--- src/hdl/cpu_operand_access_unit_top_macros.svh ---
// Assertion helpers for the operand access unit controller (coau_ctrl).
// Each expects i_clk and i_rst_n in scope.
`ifndef CPU_OPERAND_ACCESS_UNIT_TOP_MACROS_SVH
`define CPU_OPERAND_ACCESS_UNIT_TOP_MACROS_SVH

// Same-cycle implication
`define COAU_ASSERT_NOW(lbl, ante, cons, msg) \
    lbl: assert property (@(posedge i_clk) disable iff (!i_rst_n) (ante) |-> (cons)) \
        else $error(msg);

// Next-cycle implication
`define COAU_ASSERT_NEXT(lbl, ante, cons, msg) \
    lbl: assert property (@(posedge i_clk) disable iff (!i_rst_n) (ante) |=> (cons)) \
        else $error(msg);

`endif

--- src/hdl/coau_pkg.sv ---
package coau_pkg;

    localparam int unsigned NUM_REGS = 8;

    // 8-bit register codes
    localparam logic [2:0] REG_A = 3'd0;
    localparam logic [2:0] REG_B = 3'd1;
    localparam logic [2:0] REG_C = 3'd2;
    localparam logic [2:0] REG_D = 3'd3;
    localparam logic [2:0] REG_E = 3'd4;
    localparam logic [2:0] REG_F = 3'd5;
    localparam logic [2:0] REG_H = 3'd6;
    localparam logic [2:0] REG_L = 3'd7;

    // pair codes
    localparam logic [2:0] PAIR_AF = 3'd0;
    localparam logic [2:0] PAIR_BC = 3'd1;
    localparam logic [2:0] PAIR_DE = 3'd2;
    localparam logic [2:0] PAIR_HL = 3'd3;
    localparam logic [2:0] PAIR_SP = 3'd4;

    // indirect pointer codes
    localparam logic [2:0] IND_BC     = 3'd0;
    localparam logic [2:0] IND_DE     = 3'd1;
    localparam logic [2:0] IND_HL     = 3'd2;
    localparam logic [2:0] IND_HL_DEC = 3'd3;
    localparam logic [2:0] IND_HL_INC = 3'd4;

    // direct address codes
    localparam logic [2:0] DIR_FULL = 3'd0;
    localparam logic [2:0] DIR_HIGH = 3'd1;

    localparam logic [7:0] F_MASK       = 8'hF0;
    localparam logic [7:0] HIGH_PAGE_HI = 8'hFF;

    typedef enum logic [3:0] {
        ACT_REG8_RD = 4'd0,
        ACT_REG8_WR = 4'd1,
        ACT_PAIR_RD = 4'd2,
        ACT_PAIR_WR = 4'd3,
        ACT_IMM8    = 4'd4,
        ACT_IMM16   = 4'd5,
        ACT_IND_RD  = 4'd6,
        ACT_IND_WR  = 4'd7,
        ACT_DIR_RD  = 4'd8,
        ACT_DIR_WR  = 4'd9
    } t_action;

    typedef enum logic [2:0] {
        ST_S0 = 3'd0,
        ST_S1 = 3'd1,
        ST_S2 = 3'd2,
        ST_S3 = 3'd3,
        ST_S4 = 3'd4,
        ST_S5 = 3'd5
    } t_step;

    typedef enum logic [2:0] {
        AS_NONE,
        AS_PC,
        AS_PC_INC,
        AS_PTR,
        AS_TARGET
    } t_addr_sel;

    typedef enum logic [2:0] {
        VS_ZERO,
        VS_REG8,
        VS_PAIR,
        VS_RB,
        VS_IMM16
    } t_val_sel;

    typedef struct packed {
        logic      done;
        logic      bad;
        logic      rd;
        logic      wr;
        t_addr_sel addr_sel;
        t_val_sel  val_sel;
        logic      rf_wr8;
        logic      pair_wr;
        logic      pc_inc;
        logic      lo_ld;
        logic      hi_ld;
        logic      hi_page;
        logic      hl_dec;
        logic      hl_inc;
    } t_cmd;

endpackage

--- src/hdl/coau_ctrl.sv ---
module coau_ctrl (
    input  logic           i_clk,
    input  logic           i_rst_n,
    input  logic           i_accept,
    input  logic [3:0]     i_action,
    input  logic [2:0]     i_select,
    output coau_pkg::t_cmd o_cmd
);
    import coau_pkg::*;

`include "cpu_operand_access_unit_top_macros.svh"

    t_step r_step;
    t_step n_step;
    t_cmd  w_cmd;

    always_ff @(posedge i_clk) begin
        if (!i_rst_n) begin
            r_step <= ST_S0;
        end else if (i_accept) begin
            r_step <= n_step;
        end
    end

    always_comb begin
        w_cmd    = '0;
        w_cmd.addr_sel = AS_NONE;
        w_cmd.val_sel  = VS_ZERO;
        n_step   = r_step;
        case (t_action'(i_action))
            ACT_REG8_RD, ACT_REG8_WR: begin
                w_cmd.done = 1'b1;
                if (i_select == REG_F) begin
                    w_cmd.bad = 1'b1;
                end else if (t_action'(i_action) == ACT_REG8_RD) begin
                    w_cmd.val_sel = VS_REG8;
                end else begin
                    w_cmd.rf_wr8 = 1'b1;
                end
            end
            ACT_PAIR_RD, ACT_PAIR_WR: begin
                w_cmd.done = 1'b1;
                if (i_select > PAIR_SP) begin
                    w_cmd.bad = 1'b1;
                end else if (t_action'(i_action) == ACT_PAIR_RD) begin
                    w_cmd.val_sel = VS_PAIR;
                end else begin
                    w_cmd.pair_wr = 1'b1;
                end
            end
            ACT_IMM8: begin
                if (r_step == ST_S0) begin
                    w_cmd.addr_sel = AS_PC;
                    w_cmd.rd       = 1'b1;
                    n_step         = ST_S1;
                end else begin
                    w_cmd.val_sel = VS_RB;
                    w_cmd.pc_inc  = 1'b1;
                    w_cmd.done    = 1'b1;
                end
            end
            ACT_IMM16: begin
                case (r_step)
                    ST_S0: begin
                        w_cmd.addr_sel = AS_PC;
                        w_cmd.rd       = 1'b1;
                        n_step         = ST_S1;
                    end
                    ST_S1: begin
                        w_cmd.lo_ld    = 1'b1;
                        w_cmd.pc_inc   = 1'b1;
                        w_cmd.addr_sel = AS_PC_INC;
                        w_cmd.rd       = 1'b1;
                        n_step         = ST_S2;
                    end
                    default: begin
                        w_cmd.hi_ld   = 1'b1;
                        w_cmd.pc_inc  = 1'b1;
                        w_cmd.val_sel = VS_IMM16;
                        w_cmd.done    = 1'b1;
                    end
                endcase
            end
            ACT_IND_RD, ACT_IND_WR: begin
                if (i_select > IND_HL_INC) begin
                    w_cmd.done = 1'b1;
                    w_cmd.bad  = 1'b1;
                end else if (r_step == ST_S0) begin
                    if (t_action'(i_action) == ACT_IND_RD) begin
                        w_cmd.addr_sel = AS_PTR;
                        w_cmd.rd       = 1'b1;
                    end
                    n_step = ST_S1;
                end else begin
                    if (t_action'(i_action) == ACT_IND_RD) begin
                        w_cmd.val_sel = VS_RB;
                    end else begin
                        w_cmd.addr_sel = AS_PTR;
                        w_cmd.wr       = 1'b1;
                    end
                    w_cmd.hl_dec = (i_select == IND_HL_DEC);
                    w_cmd.hl_inc = (i_select == IND_HL_INC);
                    w_cmd.done   = 1'b1;
                end
            end
            ACT_DIR_RD, ACT_DIR_WR: begin
                if (i_select > DIR_HIGH) begin
                    w_cmd.done = 1'b1;
                    w_cmd.bad  = 1'b1;
                end else begin
                    case (r_step)
                        ST_S0: begin
                            w_cmd.addr_sel = AS_PC;
                            w_cmd.rd       = 1'b1;
                            n_step         = ST_S1;
                        end
                        ST_S1: begin
                            w_cmd.lo_ld  = 1'b1;
                            w_cmd.pc_inc = 1'b1;
                            if (i_select == DIR_HIGH) begin
                                w_cmd.hi_page = 1'b1;
                                n_step        = ST_S4;
                            end else begin
                                n_step = ST_S2;
                            end
                        end
                        ST_S2: begin
                            w_cmd.addr_sel = AS_PC;
                            w_cmd.rd       = 1'b1;
                            n_step         = ST_S3;
                        end
                        ST_S3: begin
                            w_cmd.hi_ld  = 1'b1;
                            w_cmd.pc_inc = 1'b1;
                            n_step       = ST_S4;
                        end
                        ST_S4: begin
                            if (t_action'(i_action) == ACT_DIR_RD) begin
                                w_cmd.addr_sel = AS_TARGET;
                                w_cmd.rd       = 1'b1;
                            end
                            n_step = ST_S5;
                        end
                        default: begin
                            if (t_action'(i_action) == ACT_DIR_RD) begin
                                w_cmd.val_sel = VS_RB;
                            end else begin
                                w_cmd.addr_sel = AS_TARGET;
                                w_cmd.wr       = 1'b1;
                            end
                            w_cmd.done = 1'b1;
                        end
                    endcase
                end
            end
            default: begin
                w_cmd.done = 1'b1;
                w_cmd.bad  = 1'b1;
            end
        endcase
        if (w_cmd.done) begin
            n_step = ST_S0;
        end
    end

    assign o_cmd = w_cmd;

    `COAU_ASSERT_NEXT(a_done_rewinds, i_accept && w_cmd.done, r_step == ST_S0, "step not rewound after done")
    `COAU_ASSERT_NOW(a_strobe_excl, 1'b1, !(w_cmd.rd && w_cmd.wr), "read and write strobe together")
    `COAU_ASSERT_NOW(a_bad_quiet, w_cmd.bad, w_cmd.done && !w_cmd.rd && !w_cmd.wr && !w_cmd.rf_wr8 && !w_cmd.pair_wr, "bad select with side effect")
    `COAU_ASSERT_NOW(a_addr_strobe, (w_cmd.addr_sel == AS_NONE), !w_cmd.rd && !w_cmd.wr, "strobe without address")

endmodule

--- src/hdl/coau_dpath.sv ---
module coau_dpath (
    input  logic           i_clk,
    input  logic           i_rst_n,
    input  logic           i_accept,
    input  logic           i_out_stall,
    input  coau_pkg::t_cmd i_cmd,
    input  logic [2:0]     i_select,
    input  logic [15:0]    i_write_data,
    input  logic [7:0]     i_bus_read_data,
    output logic           o_out_valid,
    output logic [15:0]    o_bus_address,
    output logic           o_bus_read_strobe,
    output logic           o_bus_write_strobe,
    output logic [7:0]     o_bus_write_byte,
    output logic           o_done_res,
    output logic [15:0]    o_operand_value,
    output logic           o_bad_select
);
    import coau_pkg::*;

    logic [7:0]  r_rf [NUM_REGS];
    logic [15:0] r_sp;
    logic [15:0] r_pc;
    logic [7:0]  r_lo;
    logic [7:0]  r_hi;
    logic        r_out_valid;
    logic [15:0] r_addr;
    logic        r_rd;
    logic        r_wr;
    logic [7:0]  r_wbyte;
    logic        r_done;
    logic [15:0] r_val;
    logic        r_bad;

    logic [15:0] w_ptr;
    logic [15:0] w_pair;
    logic [15:0] w_addr;
    logic [15:0] w_val;
    logic [15:0] w_hl;

    assign w_hl = {r_rf[REG_H], r_rf[REG_L]};

    always_comb begin
        case (i_select)
            IND_BC:  w_ptr = {r_rf[REG_B], r_rf[REG_C]};
            IND_DE:  w_ptr = {r_rf[REG_D], r_rf[REG_E]};
            default: w_ptr = w_hl;
        endcase
    end

    always_comb begin
        case (i_select)
            PAIR_AF: w_pair = {r_rf[REG_A], r_rf[REG_F]};
            PAIR_BC: w_pair = {r_rf[REG_B], r_rf[REG_C]};
            PAIR_DE: w_pair = {r_rf[REG_D], r_rf[REG_E]};
            PAIR_HL: w_pair = w_hl;
            default: w_pair = r_sp;
        endcase
    end

    always_comb begin
        case (i_cmd.addr_sel)
            AS_PC:     w_addr = r_pc;
            AS_PC_INC: w_addr = r_pc + 16'd1;
            AS_PTR:    w_addr = w_ptr;
            AS_TARGET: w_addr = {r_hi, r_lo};
            default:   w_addr = '0;
        endcase
    end

    always_comb begin
        case (i_cmd.val_sel)
            VS_REG8:  w_val = {8'd0, r_rf[i_select]};
            VS_PAIR:  w_val = w_pair;
            VS_RB:    w_val = {8'd0, i_bus_read_data};
            VS_IMM16: w_val = {i_bus_read_data, r_lo};
            default:  w_val = '0;
        endcase
    end

    always_ff @(posedge i_clk) begin
        if (!i_rst_n) begin
            for (int i = 0; i < NUM_REGS; i++) begin
                r_rf[i] <= '0;
            end
            r_sp        <= '0;
            r_pc        <= '0;
            r_lo        <= '0;
            r_hi        <= '0;
            r_out_valid <= 1'b0;
        end else begin
            if (i_accept) begin
                if (i_cmd.rf_wr8) begin
                    r_rf[i_select] <= i_write_data[7:0];
                end
                if (i_cmd.pair_wr) begin
                    case (i_select)
                        PAIR_AF: begin
                            r_rf[REG_A] <= i_write_data[15:8];
                            r_rf[REG_F] <= i_write_data[7:0] & F_MASK;
                        end
                        PAIR_BC: {r_rf[REG_B], r_rf[REG_C]} <= i_write_data;
                        PAIR_DE: {r_rf[REG_D], r_rf[REG_E]} <= i_write_data;
                        PAIR_HL: {r_rf[REG_H], r_rf[REG_L]} <= i_write_data;
                        default: r_sp <= i_write_data;
                    endcase
                end
                if (i_cmd.hl_dec) begin
                    {r_rf[REG_H], r_rf[REG_L]} <= w_hl - 16'd1;
                end
                if (i_cmd.hl_inc) begin
                    {r_rf[REG_H], r_rf[REG_L]} <= w_hl + 16'd1;
                end
                if (i_cmd.pc_inc) begin
                    r_pc <= r_pc + 16'd1;
                end
                if (i_cmd.lo_ld) begin
                    r_lo <= i_bus_read_data;
                end
                if (i_cmd.hi_ld) begin
                    r_hi <= i_bus_read_data;
                end
                if (i_cmd.hi_page) begin
                    r_hi <= HIGH_PAGE_HI;
                end
            end
            if (i_accept) begin
                r_out_valid <= 1'b1;
            end else if (!i_out_stall) begin
                r_out_valid <= 1'b0;
            end
        end
    end

    // result word
    always_ff @(posedge i_clk) begin
        if (i_accept) begin
            r_addr  <= w_addr;
            r_rd    <= i_cmd.rd;
            r_wr    <= i_cmd.wr;
            r_wbyte <= i_cmd.wr ? i_write_data[7:0] : 8'd0;
            r_done  <= i_cmd.done;
            r_val   <= w_val;
            r_bad   <= i_cmd.bad;
        end
    end

    assign o_out_valid        = r_out_valid;
    assign o_bus_address      = r_addr;
    assign o_bus_read_strobe  = r_rd;
    assign o_bus_write_strobe = r_wr;
    assign o_bus_write_byte   = r_wbyte;
    assign o_done_res         = r_done;
    assign o_operand_value    = r_val;
    assign o_bad_select       = r_bad;

endmodule

--- src/hdl/cpu_operand_access_unit_top.sv ---
// Operand access unit: holds A..L, SP, PC and a step counter, and turns each
// accepted input word (one machine tick) into one result word carrying the bus
// request and done flag. A new word is accepted each cycle while the result
// register is free or being drained, and the registered result appears on the
// output in the cycle after acceptance. Register accesses finish in one tick;
// imm8 and indirect accesses take 2 ticks, imm16 3, direct high page 4 and direct
// full address 6, sequenced by the step counter in the controller. The byte for a
// read strobe is expected on the bus read data field of the following word.
module cpu_operand_access_unit_top (
    input  logic        i_clk,
    input  logic        i_rst_n,
    input  logic        i_in_valid,
    output logic        o_in_stall,
    input  logic [3:0]  i_action,
    input  logic [2:0]  i_select,
    input  logic [15:0] i_write_data,
    input  logic [7:0]  i_bus_read_data,
    output logic        o_out_valid,
    input  logic        i_out_stall,
    output logic [15:0] o_bus_address,
    output logic        o_bus_read_strobe,
    output logic        o_bus_write_strobe,
    output logic [7:0]  o_bus_write_byte,
    output logic        o_done_res,
    output logic [15:0] o_operand_value,
    output logic        o_bad_select
);
    import coau_pkg::*;

    t_cmd w_cmd;
    logic w_accept;

    assign o_in_stall = o_out_valid & i_out_stall;
    assign w_accept   = i_in_valid & ~o_in_stall;

    coau_ctrl u_ctrl (
        .i_clk    (i_clk),
        .i_rst_n  (i_rst_n),
        .i_accept (w_accept),
        .i_action (i_action),
        .i_select (i_select),
        .o_cmd    (w_cmd)
    );

    coau_dpath u_dpath (
        .i_clk              (i_clk),
        .i_rst_n            (i_rst_n),
        .i_accept           (w_accept),
        .i_out_stall        (i_out_stall),
        .i_cmd              (w_cmd),
        .i_select           (i_select),
        .i_write_data       (i_write_data),
        .i_bus_read_data    (i_bus_read_data),
        .o_out_valid        (o_out_valid),
        .o_bus_address      (o_bus_address),
        .o_bus_read_strobe  (o_bus_read_strobe),
        .o_bus_write_strobe (o_bus_write_strobe),
        .o_bus_write_byte   (o_bus_write_byte),
        .o_done_res         (o_done_res),
        .o_operand_value    (o_operand_value),
        .o_bad_select       (o_bad_select)
    );

endmodule

--- config.mk ---
export PLATFORM = sky130hd
export DESIGN_NAME = cpu_operand_access_unit_top
export DESIGN_NICKNAME = d
export VERILOG_FILES = /design/src/hdl/coau_pkg.sv /design/src/hdl/coau_ctrl.sv /design/src/hdl/coau_dpath.sv /design/src/hdl/cpu_operand_access_unit_top.sv
export VERILOG_INCLUDE_DIRS = /design/src /design/src/hdl
export SDC_FILE = /design/constraint.sdc
export NUM_CORES = 1
export LEC_CHECK = 0
export BUFFER_PORTS_ARGS = -buffer_cell sky130_fd_sc_hd__buf_4
export CAP_MARGIN = 20
export CORE_MARGIN = 4
export CORE_UTILIZATION = 60
export CTS_BUF_LIST = sky130_fd_sc_hd__clkbuf_2 sky130_fd_sc_hd__clkbuf_4 sky130_fd_sc_hd__clkbuf_8
export CTS_CLUSTER_DIAMETER = 40
export DETAILED_ROUTE_END_ITERATION = 7
export PLACE_DENSITY = 0.8
export SLEW_MARGIN = 40
export SYNTH_ARGS = -nofsm -noshare
export SYNTH_HDL_FRONTEND = slang
export SYNTH_SLANG_ARGS = --single-unit
--- constraint.sdc ---
create_clock -name i_clk -period 4.9 [get_ports i_clk]
set_input_delay 0.49 -clock i_clk [delete_from_list [all_inputs] [get_ports i_clk]]
set_output_delay 0.49 -clock i_clk [all_outputs]
set_load 0.02 [all_outputs]
# --- Word level (Yosys, flattened, before mapping) ---
# Cells that the tools add are included.
totals:
  ff_bits: 160
  inputBits: 35
  out_inout_bits: 46
  wordCells: 175
op_classes:
  addsub: 3
  magnitude_cmp: 4
  n_eq_ne: 31
  mux: 89
  n_bitwise: 5
  reduce_logical: 22
ops:
  columns: ["op", "count"]
  rows:
  - ["$pmux 16 s4", 3]
  - ["$mux 64", 2]
  - ["$mux 16", 5]
  - ["$mux 8", 9]
  - ["$bwmux 64", 1]
  - ["$add 16x1->16 const B", 2]
  - ["$pmux 16 s2", 1]
  - ["$mux 1", 30]
  - ["$mux 3", 9]
  - ["$bmux 8 s3", 1]
  - ["$demux 8 s3", 1]
  - ["$eq 3x2->1 const B", 8]
  - ["$pmux 3 s4", 2]
  - ["$mux 2", 10]
  - ["$pmux 3 s6", 1]
  - ["$eq 4x3->1 const B", 4]
  - ["$reduce_or 2->1", 8]
  - ["$sub 16x1->16 const B", 1]
  - ["$eq 3x3->1 const B", 5]
  - ["$pmux 3 s5", 1]
  - ["$eq 3x1->1 const B", 4]
  - ["$mux 4", 3]
  - ["$pmux 1 s4", 3]
  - ["$pmux 3 s3", 1]
  - ["other kinds (27)", 39]

# --- Logic depth before layout (Yosys ltp) ---
logic_depth:
  word_depth: 11
  ltp_mapped: 10
  mapped_depth_nobuf: 7

# --- Hierarchy ---
# A second synthesis with hierarchy kept.
unflattened:
  cells_unflattened: 1094
  hier_area_um2: 9843.2
by_module_without_submodules:
  columns: ["mod", "instances", "cells_per_inst", "area_per_inst_um2", "seq_area_each_um2"]
  rows:
  - ["coau_dpath", 1, 996, 9168.8, 3583.4]
  - ["coau_ctrl", 1, 96, 660.6, 60.1]
  - ["cpu_operand_access_unit_top", 1, 2, 13.8, 0.0]

# --- Worst setup path before layout ---
# No wires, ideal clock.
synth_timing:
  kind: "input to register"
  from: "in i_out_stall"
  to: "reg u_dpath.r_rf[10] (netlist bit)"
  setup_ns: 0.093
  arrival_time_ns: 2.971
  required_ns: 4.807
  path_slack_ns: 1.836
  cell_stages: 7
  n_path_buf: 2
  cell_sequence: "and2_1 > nand2b_1 > clkbuf_1 > clkinv_1 > clkbuf_1 > a21oi_1 > nor4_1"
synth_via:
  elab_chain_len: 3
synth_rtl:
  columns: ["element", "line", "source"]
  rows:
  - ["start: declaration", "cpu_operand_access_unit_top.sv:19", "input logic i_out_stall,"]
  - ["$and 1x1->1", "cpu_operand_access_unit_top.sv:33", "assign o_in_stall = o_out_valid & i_out_stall;"]
  - ["$not 1->1", "cpu_operand_access_unit_top.sv:34", "assign w_accept = i_in_valid & ~o_in_stall;"]
  - ["$and 1x1->1", "cpu_operand_access_unit_top.sv:34", null]
  - ["via u_ctrl.i_accept", "coau_ctrl.sv:4", "input logic i_accept,"]
  - ["end signal: indexed assignment", "coau_dpath.sv:104", "PAIR_HL: {r_rf[REG_H], r_rf[REG_L]} <= i_write_data;"]
  - ["end signal: indexed assignment", "coau_dpath.sv:109", "{r_rf[REG_H], r_rf[REG_L]} <= w_hl - 16'd1;"]
  - ["end signal: indexed assignment", "coau_dpath.sv:112", "{r_rf[REG_H], r_rf[REG_L]} <= w_hl + 16'd1;"]
  - ["end: declaration", "coau_dpath.sv:21", "logic [7:0] r_rf [NUM_REGS];"]
# The timed path passes the listed nets, and every way through them passes these cells.
# A chain may end at the register's enable or synchronous reset.

# --- Worst setup path after layout ---
layout_timing:
  from: "reg u_dpath.r_out_valid, in the netlist u_dpath.o_out_valid"
  to: "reg u_ctrl.r_step[1]"
layout_via:
  elab_chain_len: 4
layout_rtl:
  columns: ["element", "line", "source"]
  rows:
  - ["start: declaration", "coau_dpath.sv:26", "logic r_out_valid;"]
  - ["start signal: assignment", "coau_dpath.sv:90", "r_out_valid <= 1'b0;"]
  - ["start signal: assignment", "coau_dpath.sv:128", "r_out_valid <= 1'b1;"]
  - ["start signal: assignment", "coau_dpath.sv:130", "r_out_valid <= 1'b0;"]
  - ["$and 1x1->1", "cpu_operand_access_unit_top.sv:33", null]
  - ["$not 1->1", "cpu_operand_access_unit_top.sv:34", null]
  - ["$and 1x1->1", "cpu_operand_access_unit_top.sv:34", null]
  - ["$reduce_and 6->1 (no source line)", null, null]
  - ["end signal: assignment", "coau_ctrl.sv:21", "r_step <= n_step;"]
  - ["end: declaration", "coau_ctrl.sv:13", "t_step r_step;"]
# Every way passes these cells.

==> summary.txt <==
GRT
  • Global-route usage over all layers: 33.14%
  • Initial antenna violation count: 1
  • Vias in the first global route: 8,367
  • Largest net degree at the start of global routing: 74
  • First-pass GRT wire length: 47,120 um
  • Gr ovfl total: 0

Worst setup path
  • Critical R2R Launch: u_dpath.o_out_valid
  • RR Endpoint: u_ctrl.r_step[1]
  • Buf/Inv on CP: 2
  • Type of the worst setup path: flop to flop
  • CP Capture Type: flop
  • CP endpoint: u_ctrl.r_step[1]
  • Crit path max fanout: 45
  • Delay-heaviest family, CP: buffers and inverters
  • Worst R2R Path Depth: 7
  • Setup slack, reg-to-reg: 2.03 ns
  • Critical path launch point type: flop
  • Cells along the critical path: and2_1 > nand2b_1 > inv_2 > buf_4 > a31oi_1 > or4_1 > a21oi_1
  • Worst Setup SP: u_dpath.o_out_valid
  • Worst EP required: 5.30 ns
  • Critical-path top delay cell: buf_4
  • Crit path depth: 7
  • CP peak stage delay: 0.58 ns
  • Crit path arrival time: 3.27 ns

Synthesis
  • Synth warn: 0
  • Cell variety after synth: 71
  • Fraction of the mapped netlist area in simple logic gates: 22.91%
  • Sequential fraction of the synthesis area: 38.19%
  • Mapped Cells: 1,164
  • Post-synthesis async set-or-reset flop share: 0%
  • Largest family of logic cells by synthesized area: simple AND/OR/NAND/NOR gates
  • Mapped Nets: 1,205
  • Adder-cell share of the synthesized area: 0.7868%
  • Cell Area, Synth: 9542 um2
  • Post-synth EDFFs: 44
  • Synthesized flop and latch total: 160
  • Xor/xnor share of the synthesized area: 1.560%
  • Mux cell area share after synthesis: 9.533%
  • Syn avg cell area: 8.197 um2
  • Main flop type after synthesis: dfxtp_1
  • Synth Area in Compound Gates: 21.82%

STA
  • Final Setup Violations: 0
  • Slew headroom: 43.38%
  • Setup ws final: 2.030 ns
  • Slew Viols, Final: 0
  • Setup repair after global routing missed its margin: false
  • Sum Neg Setup Slack: 0 ns
  • Crit share post-route: 58.58%
  • Hold Fails Final Rpt: 0
  • Worst slew pin tran: 0.8462 ns
  • Final worst path period need: 2.870 ns
  • Fmax: 0.3484 GHz
  • Worst Skew: 0.008220 ns

Outcome
  • Status: finished clean

CTS
  • Post-CTS Setup Inserts: 0
  • TritonCTS Sinks: 160
  • TritonCTS clock tree: yes
  • Root Buffer: clkbuf_8
  • Num CTS Buffers: 17
  • CTS clk-pin slew, worst paths: 0.08 ns
  • H-tree Lvls: 4
  • Longest Clk Path Bufs: 2
  • Post-CTS Hold Fix Bufs: 0
  • Post_cts resized: 0
  • Worst-Skew Late Latency: 0.47 ns

Routing
  • Vias per std cell: 6.894
  • 1st-iter DRT viols: 1,588
  • WL per Instance: 22.00 um
  • # DRC: 0
  • 1st-pass router iterations: 8
  • Routed wire length: 30,530 um
  • Routed via count: 9,569
  • Post-route ant nets: 0

Placed design
  • Pre-CTS setup slack: 1.714 ns
  • Port bufs: 80
  • Global placer's final weighted congestion: 0.9707
  • Area after DPL: 10,100 um2
  • DP HPWL: 21,010 um

Floorplan
  • DIE HEIGHT: 134.1 um
  • Io pins: 81
  • Core Area: 15,370 um2
  • Initial Util: 62.08%
  • Chip width: 134.1 um
  • Std cell rows: 45
  • Die area: 17,980 um2

Pwr
  • Cell area power density: 277.8 nW/um2
  • Pwr Total: 0.002946 W
  • Leakage: 3.795 nW
  • Worst-case vdd ir drop: 0.1966 mV

Layout
  • Area grow syn2layout: 11.15%
  • Utilization after layout: 68.99%
  • Layout cell share with drive strength beyond 1: 14.20%
  • Design Area, Final: 10,610 um2
  • Final net count: 1,204

Run
  • Max-cap violation count: 0

Hold path
  • Hold crit path type: primary input to flop
logic make-up (layout without fill, tap and decap cells):
family,Yosys count,count (layout)
multiplexers,78,78
adder cells (fa/ha/maj),6,6
flip-flops,160,160
AND/OR/NAND/NOR,444,444
buffers and inverters,124,136
XOR/XNOR,17,17
other,0,1
AO/OA/AOI/OAI,335,335
cell type report:
cell class | instances | area [um2]
antenna | 1 | 2.502
fill | 1247 | 4766
inverter | 15 | 63.81
timing repair buffer | 89 | 671.9
clock inverter | 10 | 195.2
tap | 211 | 264.0
multi-input combinational | 880 | 5468
sequential | 160 | 3643
clock buffer | 22 | 296.5
worst reg2reg max path: cells and delay by family (launching register included):
family	cells	cell delay, ns
DFF	1	0.32
and+or+nand+nor	3	1.02
AOI/OAI and AO/OA	2	0.32
buffers and inverters	2	1.15
synthesized netlist by cell type, drive strengths merged (5+ instances only):
master	count	share of area, %
o21ai	95	5.0
a21o	5	0.39
a21oi	86	4.5
o22ai	32	2.1
and4	6	0.55
o31a	8	0.73
o311ai	7	0.64
nand2b	7	0.46
and3	12	0.79
a31oi	13	0.85
nor3	36	1.9
nor2	100	3.9
mux4	9	2.1
dfxtp	116	24
nand4	15	0.98
buf	28	1.4
clkbuf	81	3.2
nand3b	7	0.55
or4	6	0.47
nand2	142	5.6
and2	14	0.92
a222oi	5	0.52
o211ai	13	1.0
xnor2	13	1.2
inv	12	0.47
nor4	14	1.0
nor2b	20	1.3
a221oi	5	0.46
o31ai	5	0.39
a311oi	9	0.83
a22oi	13	1.0
nand3	31	1.6
nor3b	7	0.60
edfxtp	44	14
or3	17	1.2
mux2	13	1.5
ha	6	0.79
mux2i	56	5.9
a211oi	17	1.3
through the flow:
stage               std cells  hold WS, ns
finish                   1388       0.2342
global route             1388       0.2340
CTS                      1387       0.2179
detailed placement       1355       0.4482
global placement         1355       0.4414
floorplan                1164       0.4360
placed cells by master, fill, tap and decap left out, types with 17 or more instances in the layout:
master,synthesis,final
nand3_1,31,31
clkbuf_8,0,21
nor2_1,100,98
nor2b_1,20,19
buf_4,2,88
dfxtp_1,116,116
a21oi_1,86,86
o22ai_1,32,32
o21ai_0,94,94
edfxtp_1,44,44
nor3_1,35,33
a211oi_1,17,17
nand2_1,142,142
mux2i_1,56,56
where the power goes:
part,switching (W),total (W),internal (W)
Sequential,0.0000182,0.00140,0.00138
Clock,0.000533,0.00121,0.000675
Combinational,0.000227,0.000340,0.000114
Total,0.000778,0.00295,0.00217
worst min path at each step:
stage,depth (start not counted),endpoint,startpoint,slack (ns)
3_3_place_gp,2,u_dpath.r_sp[2],u_dpath.r_sp[2],0.44
6_report,2,u_dpath.o_out_valid,i_in_valid,0.23
4_1_cts,2,u_dpath.o_out_valid,i_in_valid,0.22
2_1_floorplan,2,u_dpath.r_sp[0],u_dpath.r_sp[0],0.44
3_5_place_dp,2,u_dpath.r_sp[6],u_dpath.r_sp[6],0.45
5_1_grt,2,u_dpath.o_out_valid,i_in_valid,0.23
metal layers:
metal  up-vias  wire, um  global-route usage [%]  share of wire, %
li1       4300         -                       -                 -
met5         -         0                       0                 0
met3       125      3664                   7.464                12
met2       713     13330                   50.93                44
met1      4431     12200                   46.06                40
met4         0      1333                   12.27               4.4
state kept, by name, indices dropped and copies added, names as in the netlist:
name,flops
u_dpath.r_rf,64
u_dpath.r_pc,16
u_dpath.o_operand_value,16
u_dpath.r_sp,16
u_dpath.o_bus_address,16
u_dpath.o_bad_select,1
u_dpath.r_lo,8
u_dpath.r_hi,8
u_dpath.o_bus_read_strobe,1
u_dpath.o_bus_write_strobe,1
u_dpath.o_out_valid,1
u_ctrl.r_step,3
u_dpath.o_done_res,1
u_dpath.o_bus_write_byte,8
Power figures use the tool's default switching activity.
